## src/hdl/rvmru_pkg.sv

```systemverilog
// ----------------------------------------------------------------------------
// rvmru_pkg
// Shared constants and types for the recent vessel table.
// ----------------------------------------------------------------------------
package rvmru_pkg;

   localparam int TABLE_DEPTH = 64;
   localparam int IDX_BITS    = $clog2(TABLE_DEPTH);
   localparam int FILL_BITS   = $clog2(TABLE_DEPTH + 1);
   localparam int COUNT_BITS  = 16;

   localparam logic [COUNT_BITS-1:0] COUNT_MAX = {COUNT_BITS{1'b1}};

   // report types that carry position
   localparam logic [5:0] MSG_POS_FIRST = 6'd1;
   localparam logic [5:0] MSG_POS_LAST  = 6'd3;
   localparam logic [5:0] MSG_BASE      = 6'd4;
   localparam logic [5:0] MSG_BASE_RESP = 6'd21;

   typedef enum logic [4:0] {
      ST_IDLE   = 5'b00001,
      ST_SEARCH = 5'b00010,
      ST_SHIFT  = 5'b00100,
      ST_RDCNT  = 5'b01000,
      ST_WRITE  = 5'b10000
   } state_type;

endpackage

```

## src/hdl/recent_vessel_mru_table_core.sv

```systemverilog
// ----------------------------------------------------------------------------
// recent_vessel_mru_table_core
// Most-recently-seen vessel table: move-to-front list with LRU eviction.
// ----------------------------------------------------------------------------
// One report at a time: busy is high from the start transfer until the
// result strobe. The scan reads one rank per cycle through the order and
// identity memories and stops at the matching rank r, or at the last held
// rank on a miss, and reads nothing with an empty table. The order memory
// then shifts one entry per cycle, s entries in all, where s is the prior
// rank on a hit, the fill level on a miss that adds an entry and 63 on an
// eviction. The RDCNT and WRITE states then do the count read-modify-write.
// The result strobe comes in the next cycle, and busy drops in that same
// cycle. The result appears on rsp_ for one cycle with rsp_valid and must
// be taken then; the receiver cannot stall it. No clearing pass is needed
// after reset.
module recent_vessel_mru_table_core (
   input  logic        clock,
   input  logic        reset,
   input  logic        start,
   output logic        busy,
   input  logic [29:0] req_station_id,
   input  logic [5:0]  req_message_type,
   input  logic [3:0]  req_nav_status,
   input  logic signed [26:0] req_latitude,
   input  logic signed [27:0] req_longitude,
   input  logic [31:0] req_arrival_time,
   output logic        rsp_valid,
   output logic        rsp_hit,
   output logic [5:0]  rsp_prior_rank,
   output logic [rvmru_pkg::COUNT_BITS-1:0] rsp_seen_count,
   output logic        rsp_evicted,
   output logic [29:0] rsp_evicted_id,
   output logic [6:0]  rsp_occupancy
);

   localparam int IB = rvmru_pkg::IDX_BITS;
   localparam int FB = rvmru_pkg::FILL_BITS;
   localparam int CB = rvmru_pkg::COUNT_BITS;

   // memories
   logic [IB-1:0]  order_mem  [rvmru_pkg::TABLE_DEPTH];
   logic [29:0]    id_mem     [rvmru_pkg::TABLE_DEPTH];
   logic [CB-1:0]  count_mem  [rvmru_pkg::TABLE_DEPTH];
   logic [3:0]     status_mem [rvmru_pkg::TABLE_DEPTH];
   logic [26:0]    lat_mem    [rvmru_pkg::TABLE_DEPTH];
   logic [27:0]    lon_mem    [rvmru_pkg::TABLE_DEPTH];
   logic [31:0]    time_mem   [rvmru_pkg::TABLE_DEPTH];

   rvmru_pkg::state_type state_ff, state_in;
   logic [FB-1:0]  fill_ff, fill_in;
   logic [FB-1:0]  issue_ff, issue_in;
   logic           v1_ff, v1_in, v2_ff, v2_in;
   logic [IB-1:0]  rank1_ff, rank2_ff, slot2_ff;
   logic [IB-1:0]  ord_q_ff, id_raddr;
   logic [29:0]    id_q_ff;
   logic [CB-1:0]  cnt_q_ff;
   logic [IB-1:0]  order_raddr;

   // latched report
   logic [29:0] key_ff;
   logic [5:0]  type_ff;
   logic [3:0]  nav_ff;
   logic [26:0] lat_ff;
   logic [27:0] lon_ff;
   logic [31:0] when_ff;

   // outcome of the scan
   logic          hit_ff, hit_in, evict_ff, evict_in;
   logic [IB-1:0] slot_ff, slot_in, rank_ff, rank_in;
   logic [29:0]   evid_ff, evid_in;
   logic [IB-1:0] shift_ff, shift_in, pend_addr_ff, pend_addr_in;
   logic          pend_ff, pend_in;

   // response registers
   logic          rsp_valid_ff;
   logic          rsp_hit_ff, rsp_evicted_ff;
   logic [5:0]    rsp_rank_ff;
   logic [CB-1:0] rsp_count_ff;
   logic [29:0]   rsp_evid_ff;
   logic [6:0]    rsp_occ_ff;

   logic          match, last, decide;
   logic          upd_stat, upd_pos;
   logic          order_we, order_front;
   logic [IB-1:0] order_waddr, order_wdata;
   logic [CB-1:0] new_count;

   assign busy     = (state_ff != rvmru_pkg::ST_IDLE);
   assign match    = (id_q_ff == key_ff);
   assign last     = ({1'b0, rank2_ff} == fill_ff - FB'(1));
   assign decide   = v2_ff && (match || last);
   assign id_raddr = ord_q_ff;

   assign upd_stat = (type_ff >= rvmru_pkg::MSG_POS_FIRST) &&
                     (type_ff <= rvmru_pkg::MSG_POS_LAST);
   assign upd_pos  = upd_stat || (type_ff == rvmru_pkg::MSG_BASE) ||
                     (type_ff == rvmru_pkg::MSG_BASE_RESP);

   assign new_count = !hit_ff ? CB'(1) :
                      (cnt_q_ff == rvmru_pkg::COUNT_MAX) ? cnt_q_ff : cnt_q_ff + CB'(1);

   // order memory addressing: scan reads by rank, shift reads one rank up
   assign order_raddr = (state_ff == rvmru_pkg::ST_SEARCH) ? issue_ff[IB-1:0]
                                                           : shift_ff - IB'(1);
   assign order_front = (state_ff == rvmru_pkg::ST_SHIFT) && (shift_ff == '0) && !pend_ff;
   assign order_we    = (state_ff == rvmru_pkg::ST_SHIFT) && (pend_ff || order_front);
   assign order_waddr = pend_ff ? pend_addr_ff : '0;
   assign order_wdata = pend_ff ? ord_q_ff : slot_ff;

   // sequencer
   always_comb begin
      state_in     = state_ff;
      fill_in      = fill_ff;
      issue_in     = issue_ff;
      v1_in        = 1'b0;
      v2_in        = v1_ff;
      hit_in       = hit_ff;
      evict_in     = evict_ff;
      slot_in      = slot_ff;
      rank_in      = rank_ff;
      evid_in      = evid_ff;
      shift_in     = shift_ff;
      pend_in      = 1'b0;
      pend_addr_in = pend_addr_ff;
      unique case (state_ff)
         rvmru_pkg::ST_IDLE: begin
            v2_in = 1'b0;
            if (start) begin
               state_in = rvmru_pkg::ST_SEARCH;
               issue_in = '0;
            end
         end
         rvmru_pkg::ST_SEARCH: begin
            if (issue_ff < fill_ff) begin
               v1_in    = 1'b1;
               issue_in = issue_ff + FB'(1);
            end
            if (fill_ff == '0 || decide) begin
               state_in = rvmru_pkg::ST_SHIFT;
               v1_in    = 1'b0;
               v2_in    = 1'b0;
               evict_in = 1'b0;
               evid_in  = '0;
               if (fill_ff != '0 && match) begin
                  hit_in   = 1'b1;
                  slot_in  = slot2_ff;
                  rank_in  = rank2_ff;
                  shift_in = rank2_ff;
               end else if (fill_ff == FB'(rvmru_pkg::TABLE_DEPTH)) begin
                  hit_in   = 1'b0;
                  slot_in  = slot2_ff;
                  rank_in  = '0;
                  shift_in = IB'(rvmru_pkg::TABLE_DEPTH - 1);
                  evict_in = 1'b1;
                  evid_in  = id_q_ff;
               end else begin
                  hit_in   = 1'b0;
                  slot_in  = fill_ff[IB-1:0];
                  rank_in  = '0;
                  shift_in = fill_ff[IB-1:0];
                  fill_in  = fill_ff + FB'(1);
               end
            end
         end
         rvmru_pkg::ST_SHIFT: begin
            if (shift_ff != '0) begin
               pend_in      = 1'b1;
               pend_addr_in = shift_ff;
               shift_in     = shift_ff - IB'(1);
            end else if (!pend_ff) begin
               state_in = rvmru_pkg::ST_RDCNT;
            end
         end
         rvmru_pkg::ST_RDCNT: state_in = rvmru_pkg::ST_WRITE;
         rvmru_pkg::ST_WRITE: state_in = rvmru_pkg::ST_IDLE;
         default:             state_in = rvmru_pkg::ST_IDLE;
      endcase
   end

   // control registers
   always_ff @(posedge clock) begin
      if (reset) begin
         state_ff     <= rvmru_pkg::ST_IDLE;
         fill_ff      <= '0;
         v1_ff        <= 1'b0;
         v2_ff        <= 1'b0;
         pend_ff      <= 1'b0;
         rsp_valid_ff <= 1'b0;
      end else begin
         state_ff     <= state_in;
         fill_ff      <= fill_in;
         v1_ff        <= v1_in;
         v2_ff        <= v2_in;
         pend_ff      <= pend_in;
         rsp_valid_ff <= (state_ff == rvmru_pkg::ST_WRITE);
      end
   end

   // datapath registers
   always_ff @(posedge clock) begin
      issue_ff     <= issue_in;
      rank1_ff     <= issue_ff[IB-1:0];
      rank2_ff     <= rank1_ff;
      slot2_ff     <= ord_q_ff;
      hit_ff       <= hit_in;
      evict_ff     <= evict_in;
      slot_ff      <= slot_in;
      rank_ff      <= rank_in;
      evid_ff      <= evid_in;
      shift_ff     <= shift_in;
      pend_addr_ff <= pend_addr_in;
      if (state_ff == rvmru_pkg::ST_IDLE && start) begin
         key_ff  <= req_station_id;
         type_ff <= req_message_type;
         nav_ff  <= req_nav_status;
         lat_ff  <= req_latitude;
         lon_ff  <= req_longitude;
         when_ff <= req_arrival_time;
      end
      if (state_ff == rvmru_pkg::ST_WRITE) begin
         rsp_hit_ff     <= hit_ff;
         rsp_rank_ff    <= 6'(rank_ff);
         rsp_count_ff   <= new_count;
         rsp_evicted_ff <= evict_ff;
         rsp_evid_ff    <= evid_ff;
         rsp_occ_ff     <= 7'(fill_ff);
      end
   end

   // order memory: one read, one write per cycle
   always_ff @(posedge clock) begin
      ord_q_ff <= order_mem[order_raddr];
      if (order_we) begin
         order_mem[order_waddr] <= order_wdata;
      end
   end

   // identity memory
   always_ff @(posedge clock) begin
      id_q_ff <= id_mem[id_raddr];
      if (state_ff == rvmru_pkg::ST_WRITE && !hit_ff) begin
         id_mem[slot_ff] <= key_ff;
      end
   end

   // count memory read-modify-write
   always_ff @(posedge clock) begin
      cnt_q_ff <= count_mem[slot_ff];
      if (state_ff == rvmru_pkg::ST_WRITE) begin
         count_mem[slot_ff] <= new_count;
      end
   end

   // report payload stores; a new entry without position gets zeros
   always_ff @(posedge clock) begin
      if (state_ff == rvmru_pkg::ST_WRITE) begin
         if (upd_stat || !hit_ff) begin
            status_mem[slot_ff] <= upd_stat ? nav_ff : 4'd0;
         end
         if (upd_pos || !hit_ff) begin
            lat_mem[slot_ff]  <= upd_pos ? lat_ff : 27'd0;
            lon_mem[slot_ff]  <= upd_pos ? lon_ff : 28'd0;
            time_mem[slot_ff] <= upd_pos ? when_ff : 32'd0;
         end
      end
   end

   assign rsp_valid      = rsp_valid_ff;
   assign rsp_hit        = rsp_hit_ff;
   assign rsp_prior_rank = rsp_rank_ff;
   assign rsp_seen_count = rsp_count_ff;
   assign rsp_evicted    = rsp_evicted_ff;
   assign rsp_evicted_id = rsp_evid_ff;
   assign rsp_occupancy  = rsp_occ_ff;

endmodule

```

## config.mk

```make
export PLATFORM = sky130hd
export DESIGN_NAME = recent_vessel_mru_table_core
export DESIGN_NICKNAME = d
export VERILOG_FILES = /design/src/hdl/rvmru_pkg.sv /design/src/hdl/recent_vessel_mru_table_core.sv
export SDC_FILE = /design/constraint.sdc
export NUM_CORES = 2
export LEC_CHECK = 0
export BUFFER_PORTS_ARGS = -buffer_cell sky130_fd_sc_hd__buf_2
export CORE_MARGIN = 1.5
export CORE_UTILIZATION = 45
export CTS_BUF_LIST = sky130_fd_sc_hd__clkbuf_16
export CTS_CLUSTER_DIAMETER = 80
export CTS_CLUSTER_SIZE = 16
export DETAILED_ROUTE_END_ITERATION = 10
export HOLD_SLACK_MARGIN = 0.12
export PLACE_DENSITY = 0.62
export RECOVER_POWER = 50
export SETUP_SLACK_MARGIN = 0.5
export SLEW_MARGIN = 20
export SYNTH_ARGS = -nofsm -noshare
export SYNTH_HDL_FRONTEND = slang
export SYNTH_SLANG_ARGS = --single-unit
export TNS_END_PERCENT = 100
```

## constraint.sdc

```tcl
create_clock -name clock -period 4.87 [get_ports clock]
set_input_delay 0.974 -clock clock [delete_from_list [all_inputs] [get_ports clock]]
set_output_delay 0.974 -clock clock [all_outputs]
set_load 0.01 [all_outputs]
```

## Word-level counts from Yosys, hierarchy flattened

Memories as Yosys holds them, arrays and structs flattened. A register that Yosys moved wholly into a read port is not among the register bits.
Cells that the tools add are included.

| operators by class | value |
|---|---|
| shift operators | 0 |
| equality and inequality tests | 16 |
| mux-type cells | 32 |
| bitwise gates (word level) | 4 |
| order comparisons | 1 |
| divide/modulo/power cells | 0 |
| reduce and logical (&&, ||, !) cells | 27 |
| multipliers | 0 |
| add/subtract/negate cells | 5 |

Operators by type and width:

| operator | count |
|---|---|
| 2-to-1 mux 6 bit | 9 |
| 2-to-1 mux 16 bit | 2 |
| == test 30 bit | 1 |
| 2-to-1 mux 5 bit | 4 |
| case mux 5 bit (4 select lines) | 1 |
| adder 16 x 1 -> 16 bit (second input constant) | 1 |
| == test 16 bit (second input constant) | 1 |
| adder 7 x 1 -> 7 bit (second input constant) | 2 |
| 2-to-1 mux 7 bit | 2 |
| case mux 7 bit (2 select lines) | 1 |
| case mux 6 bit (2 select lines) | 1 |
| 2-to-1 mux 1 bit | 11 |
| AND reduction 4 bit | 2 |
| == test 6 x 7 -> 1 bit | 1 |
| == test 7 bit (second input constant) | 1 |
| logical AND 1 bit | 7 |
| zero test 7 bit | 1 |
| < comparator 7 bit | 1 |
| nonzero test 7 bit | 1 |
| subtractor 7 x 1 -> 7 bit (second input constant) | 1 |
| zero test 6 bit | 1 |
| inequality test 2 x 1 -> 1 bit (second input constant) | 3 |
| inequality test 2 bit (second input constant) | 3 |
| AND reduction 3 bit | 2 |
| 16 further kinds | 25 |

| storage, ports and cells | value |
|---|---|
| memories kept | 3 |
| latch bits | 0 |
| ROM bits | 0 |
| bits in registers | 188 |
| output and inout port bits | 63 |
| logic and storage cells | 112 |
| input port bits | 130 |
| RAM bits | 3328 |

Memory list:

| memory | words | width | rd ports | clocked after memory_dff | wr ports | RTL line | text |
|---|---|---|---|---|---|---|---|
| id_mem | 64 | 30 | 1 | 1 | 1 | recent_vessel_mru_table_core.sv:42 | `logic [29:0] id_mem [rvmru_pkg::TABLE_DEPTH];` |
| count_mem | 64 | 16 | 1 | 1 | 1 | recent_vessel_mru_table_core.sv:43 | `logic [CB-1:0] count_mem [rvmru_pkg::TABLE_DEPTH];` |
| order_mem | 64 | 6 | 1 | 1 | 1 | recent_vessel_mru_table_core.sv:41 | `logic [IB-1:0] order_mem [rvmru_pkg::TABLE_DEPTH];` |

## Depth between registers and ports, before layout

| depth | value |
|---|---|
| depth after elaboration | 7 |
| depth in mapped cells | 13 |
| gate-level depth less buffers | 10 |

## Worst setup path before layout

Ideal clock, no wire load.

| timing | value |
|---|---|
| path type | register to register |
| start point | register state_ff[1] |
| end point | memory id_mem[63][0] (enable) |
| arrival time | 4.653 ns |
| cell stages (with the launch flop) | 7 |
| path buffers | 2 |
| setup time | 0.417 ns |
| clock period less this slack | 5.070 ns |
| data required time | 4.453 ns |
| slack | -0.200 ns |
| cell sequence | dfxtp_1 nor3_1 and3b_1 clkbuf_1 nand2_1 clkbuf_1 nor2_1 |

| between the ends | value |
|---|---|
| cells in the longest elaborated chain, start to end | 4 |

Ends and longest elaborated chain:

| element | RTL line | text |
|---|---|---|
| start, declared | recent_vessel_mru_table_core.sv:49 | `rvmru_pkg::state_type state_ff, state_in;` |
| start signal, assigned | recent_vessel_mru_table_core.sv:183 | `state_ff <= rvmru_pkg::ST_IDLE;` |
| start signal, assigned | recent_vessel_mru_table_core.sv:190 | `state_ff <= state_in;` |
| == test 5 bit | n/a |  |
| logical AND 1 bit | recent_vessel_mru_table_core.sv:241 | `if (state_ff == rvmru_pkg::ST_WRITE && !hit_ff) begin` |
| 2-to-1 mux 1 bit | recent_vessel_mru_table_core.sv:241 |  |
| 2-to-1 mux 1 bit (not written as such) | recent_vessel_mru_table_core.sv:242 | `id_mem[slot_ff] <= key_ff;` |
| end, declared | recent_vessel_mru_table_core.sv:42 |  |

Every way passes these cells.

## Worst setup path in the final report

| timing | value |
|---|---|
| start point | register slot_ff[2] |
| end point | memory id_mem[22][3] (enable) |

RTL lines:

| element | RTL line | text |
|---|---|---|
| start, declared | recent_vessel_mru_table_core.sv:69 | `logic [IB-1:0] slot_ff, slot_in, rank_ff, rank_in;` |
| start signal, assigned | recent_vessel_mru_table_core.sv:207 | `slot_ff <= slot_in;` |

Straight into the memory's write port.

==> impl_metrics.csv <==
group,metric,value,unit
cts,post-cts-setup-buffers,0,
place,place_congestion,0.842,
critical_path,startpoint,"slot_ff[2]",
critical_path,cp-end-kind,"flop",
synth,syn_nets,6532,
sta,tns,0,ns
cts,cts_tree,"yes",
critical_path,cp_max_fo,20,
cts,clk_pin_slew,0.08,ns
synth,yosysWarnings,0,
drt,met3WireLength,29300,um
synth,ys_seq_area_share,79.7,%
global_route,grt_pass1_wl,493000,um
drt,drt_iter0_markers,8704,
synth,yosysTopAreaCellShare,78.4,%
critical_path,r2r_setup_slack,0.40,ns
synth,synthCells,6390,
drt,num_vias,66700,
layout,final_common_cell,"edfxtp_1",
sta,final-setup-viol-count,0,
synth,synthAdderAreaFrac,0.113,%
floorplanning,rows,199,
sta,hold_violations,0,
run,maxCapViolCount,45,
drt,vias_per_cell,6.17,
hold_path,min_from,"req_station_id[26]",
synth,async_reset_ff_share,0,%
synth,ys_top_cells_by_area,"edfxtp_1, mux4_2, a22oi_1, dfxtp_1, nand2_1",
sta,fin_crit_sh,91.9,%
cts,root_buffer,"clkbuf_16",
global_route,grt_pass1_vias,66300,
global_route,grt-ovfl-total,0,
floorplanning,dieArea,300000,um^2
sta,tightest_slew,2.99,ns
synth,ys_seq_elements,3568,
sta,setup_ws,0.395,ns
layout,post-route-util,50.4,%
cts,cts_buffers,262,
sta,whs,0.270,ns
power,p_per_area,402,nW/um^2
synth,synth.avg_cell_area,20.9,um^2
drt,met1_length,141000,um
critical_path,startpoint_type,"flop",
cts,htree_num_levels,5,
global_route,grt_util_all_layers,22.9,%
synth,yosys.area.top_type,"edfxtp_1",
critical_path,path_class,"reg2reg",
layout,drive_above_1_share,19.4,%
floorplanning,initial_core_util,45.3,%
status,failed_checks,"max-capacitance violations, max-slew violations",
drt,drtPass1Iterations,8,
cts,ctsResizeCount,0,
sta,min_period,4.47,ns
floorplanning,ios,193,
sta,slew_headroom,-99.6,%
critical_path,r2r_cells,6,
drt,route.detailed.drc,0,
status,outcome,"finished with violations",
place,dp_hpwl,201000,um
synth,ys.flop_type,"edfxtp_1",
layout,area_growth,11.3,%
floorplanning,coreArea,294000,um^2
synth,synth_cell_types,63,
power,leakagePower,45.6,nW
place,place.port_buffers,95,
critical_path,reg2reg_from,"slot_ff[2]",
place,place_ws,0.891,ns
drt,wl_met2,166000,um
drt,wl_per_cell,32.1,um
cts,cts.sinks,3568,
floorplanning,fp.dieH,547,um
synth,synth-compound-area-share,4.48,%
sta,rsz0062_at_grt,"no",
cts,clk_latency,0.95,ns
critical_path,worstPathArrival,5.03,ns
drt,highest_layer,"met5",
sta,finClkSkew,0.0988,ns
global_route,antenna_found_initial,14,
floorplanning,die_x,547,um
layout,layout_common_cells,"edfxtp_1, mux4_2, a22oi_1",
cts,cts_max_path_buffers,4,
cts,ctsHoldBuffers,0,
synth,synth_xor_area_share,0.427,%
synth,synth.area.mux_share,11.3,%
hold_path,hold_path.class,"in2reg",
synth,synth_edf_count,3482,
drt,postRouteAntennaNets,0,
hold_path,holdPathStages,1,
synth,netlist_area,133000,um^2
layout,final_nets,6888,
global_route,grt_max_degree,105,
sta,fmax,0.223,GHz
sta,maxSlewViolCount,2249,
power,peakVddDrop,0.000270,V
drt,drt_wl_total,347000,um
synth,synth-simple-area-share,2.92,%
critical_path,cp.required,5.42,ns
synth,synth_top_family_by_area,"multiplexers",
layout,n_fill_cell,23400,
sequential cells by signal, indices dropped and copies added, names as in the netlist, 7 cells and up:
| name | cells |
|---|---|
| id_mem | 1920 |
| issue_ff | 7 |
| key_ff | 30 |
| rsp_occupancy | 7 |
| rsp_seen_count | 16 |
| order_mem | 384 |
| evid_ff | 30 |
| id_q_ff | 30 |
| rsp_evicted_id | 30 |
| count_mem | 1024 |
| cnt_q_ff | 16 |
| fill_ff | 7 |
final cells by class:
cell class / instances / area (um^2) / area share, %
inverters: 25 / 93.8 / 0.0632
multi-input cells: 2443 / 26200 / 17.7
well taps: 3919 / 4900 / 3.30
diodes: 5 / 12.5 / 0.00843
clock buffers: 270 / 6760 / 4.55
repair buffers: 446 / 3340 / 2.25
flip-flops and latches: 3568 / 106000 / 71.6
clock inverters: 138 / 757 / 0.510
final timing paths:
path	end
worst max-delay path	id_mem[22][3]
worst min-delay path	key_ff[26]
worst max register to register	id_mem[22][3]
worst min register to register	rank2_ff[0]
worst max-delay path: stages, from the launching register on:
cell and delay [ns]:
edfxtp_1 0.62, nand2_1 0.16, nor2_4 0.71, nand2_1 0.10, clkbuf_1 0.96, nor2_2 1.25, buf_12 0.30
logic make-up (layout without fill, tap and decap cells):
family,count (synthesis),in the layout
buffers and inverters,379,879
AND/OR/NAND/NOR,865,865
flip-flops,3568,3568
other,0,5
XOR/XNOR,65,65
adder cells (fa/ha/maj),12,12
multiplexers,686,686
AO/OA/AOI/OAI,815,815
per-layer routing:
| layer | GRT usage (%) | vias up |
|---|---|---|
| li1 | - | 27300 |
| met1 | 33.2 | 35700 |
| met2 | 36.6 | 3141 |
| met3 | 3.36 | 523 |
| met4 | 6.35 | 6 |
| met5 | 0 | - |
cell usage after synthesis, types with 4 or more instances:
library cell / instances
a31oi_1: 112
buf_2: 17
edfxtp_1: 3482
a21o_1: 4
nor2_1: 240
clkbuf_1: 258
nand3b_1: 4
nor3b_1: 7
nand4_1: 63
inv_1: 25
o221ai_1: 5
mux4_2: 652
nor4_1: 18
o21ai_0: 20
nand2_1: 312
nor2b_1: 8
nand3_1: 124
a221oi_1: 97
and3_1: 11
xor2_1: 27
nand2b_1: 5
dfxtp_1: 86
mux2i_1: 27
nor3_1: 19
a32oi_1: 8
buf_1: 73
a22oi_1: 328
and2_1: 35
or2_2: 5
mux2_2: 7
ha_1: 12
a21oi_1: 105
a22o_1: 97
xnor2_1: 38
a2111oi_0: 17
where the power goes:
group / switching [mW] / leakage (nW) / internal, mW
Clock: 10.2 / 4.09 / 10.1
Sequential: 0.398 / 32.1 / 34.0
Combinational: 2.73 / 9.42 / 2.20
Total: 13.4 / 45.6 / 46.3
stage by stage:
| step | cell area (um^2) | instances | total power, mW |
|---|---|---|---|
| floorplan | 133000 | 6390 | 38.1 |
| global placement | 141000 | 10400 | 40.0 |
| detailed placement | 141000 | 10400 | 40.1 |
| CTS | 149000 | 10800 | 60.0 |
| global route | 148000 | 10800 | 61.3 |
| finish | 148000 | 10800 | 59.7 |
(Power assumes the default switching activity.)
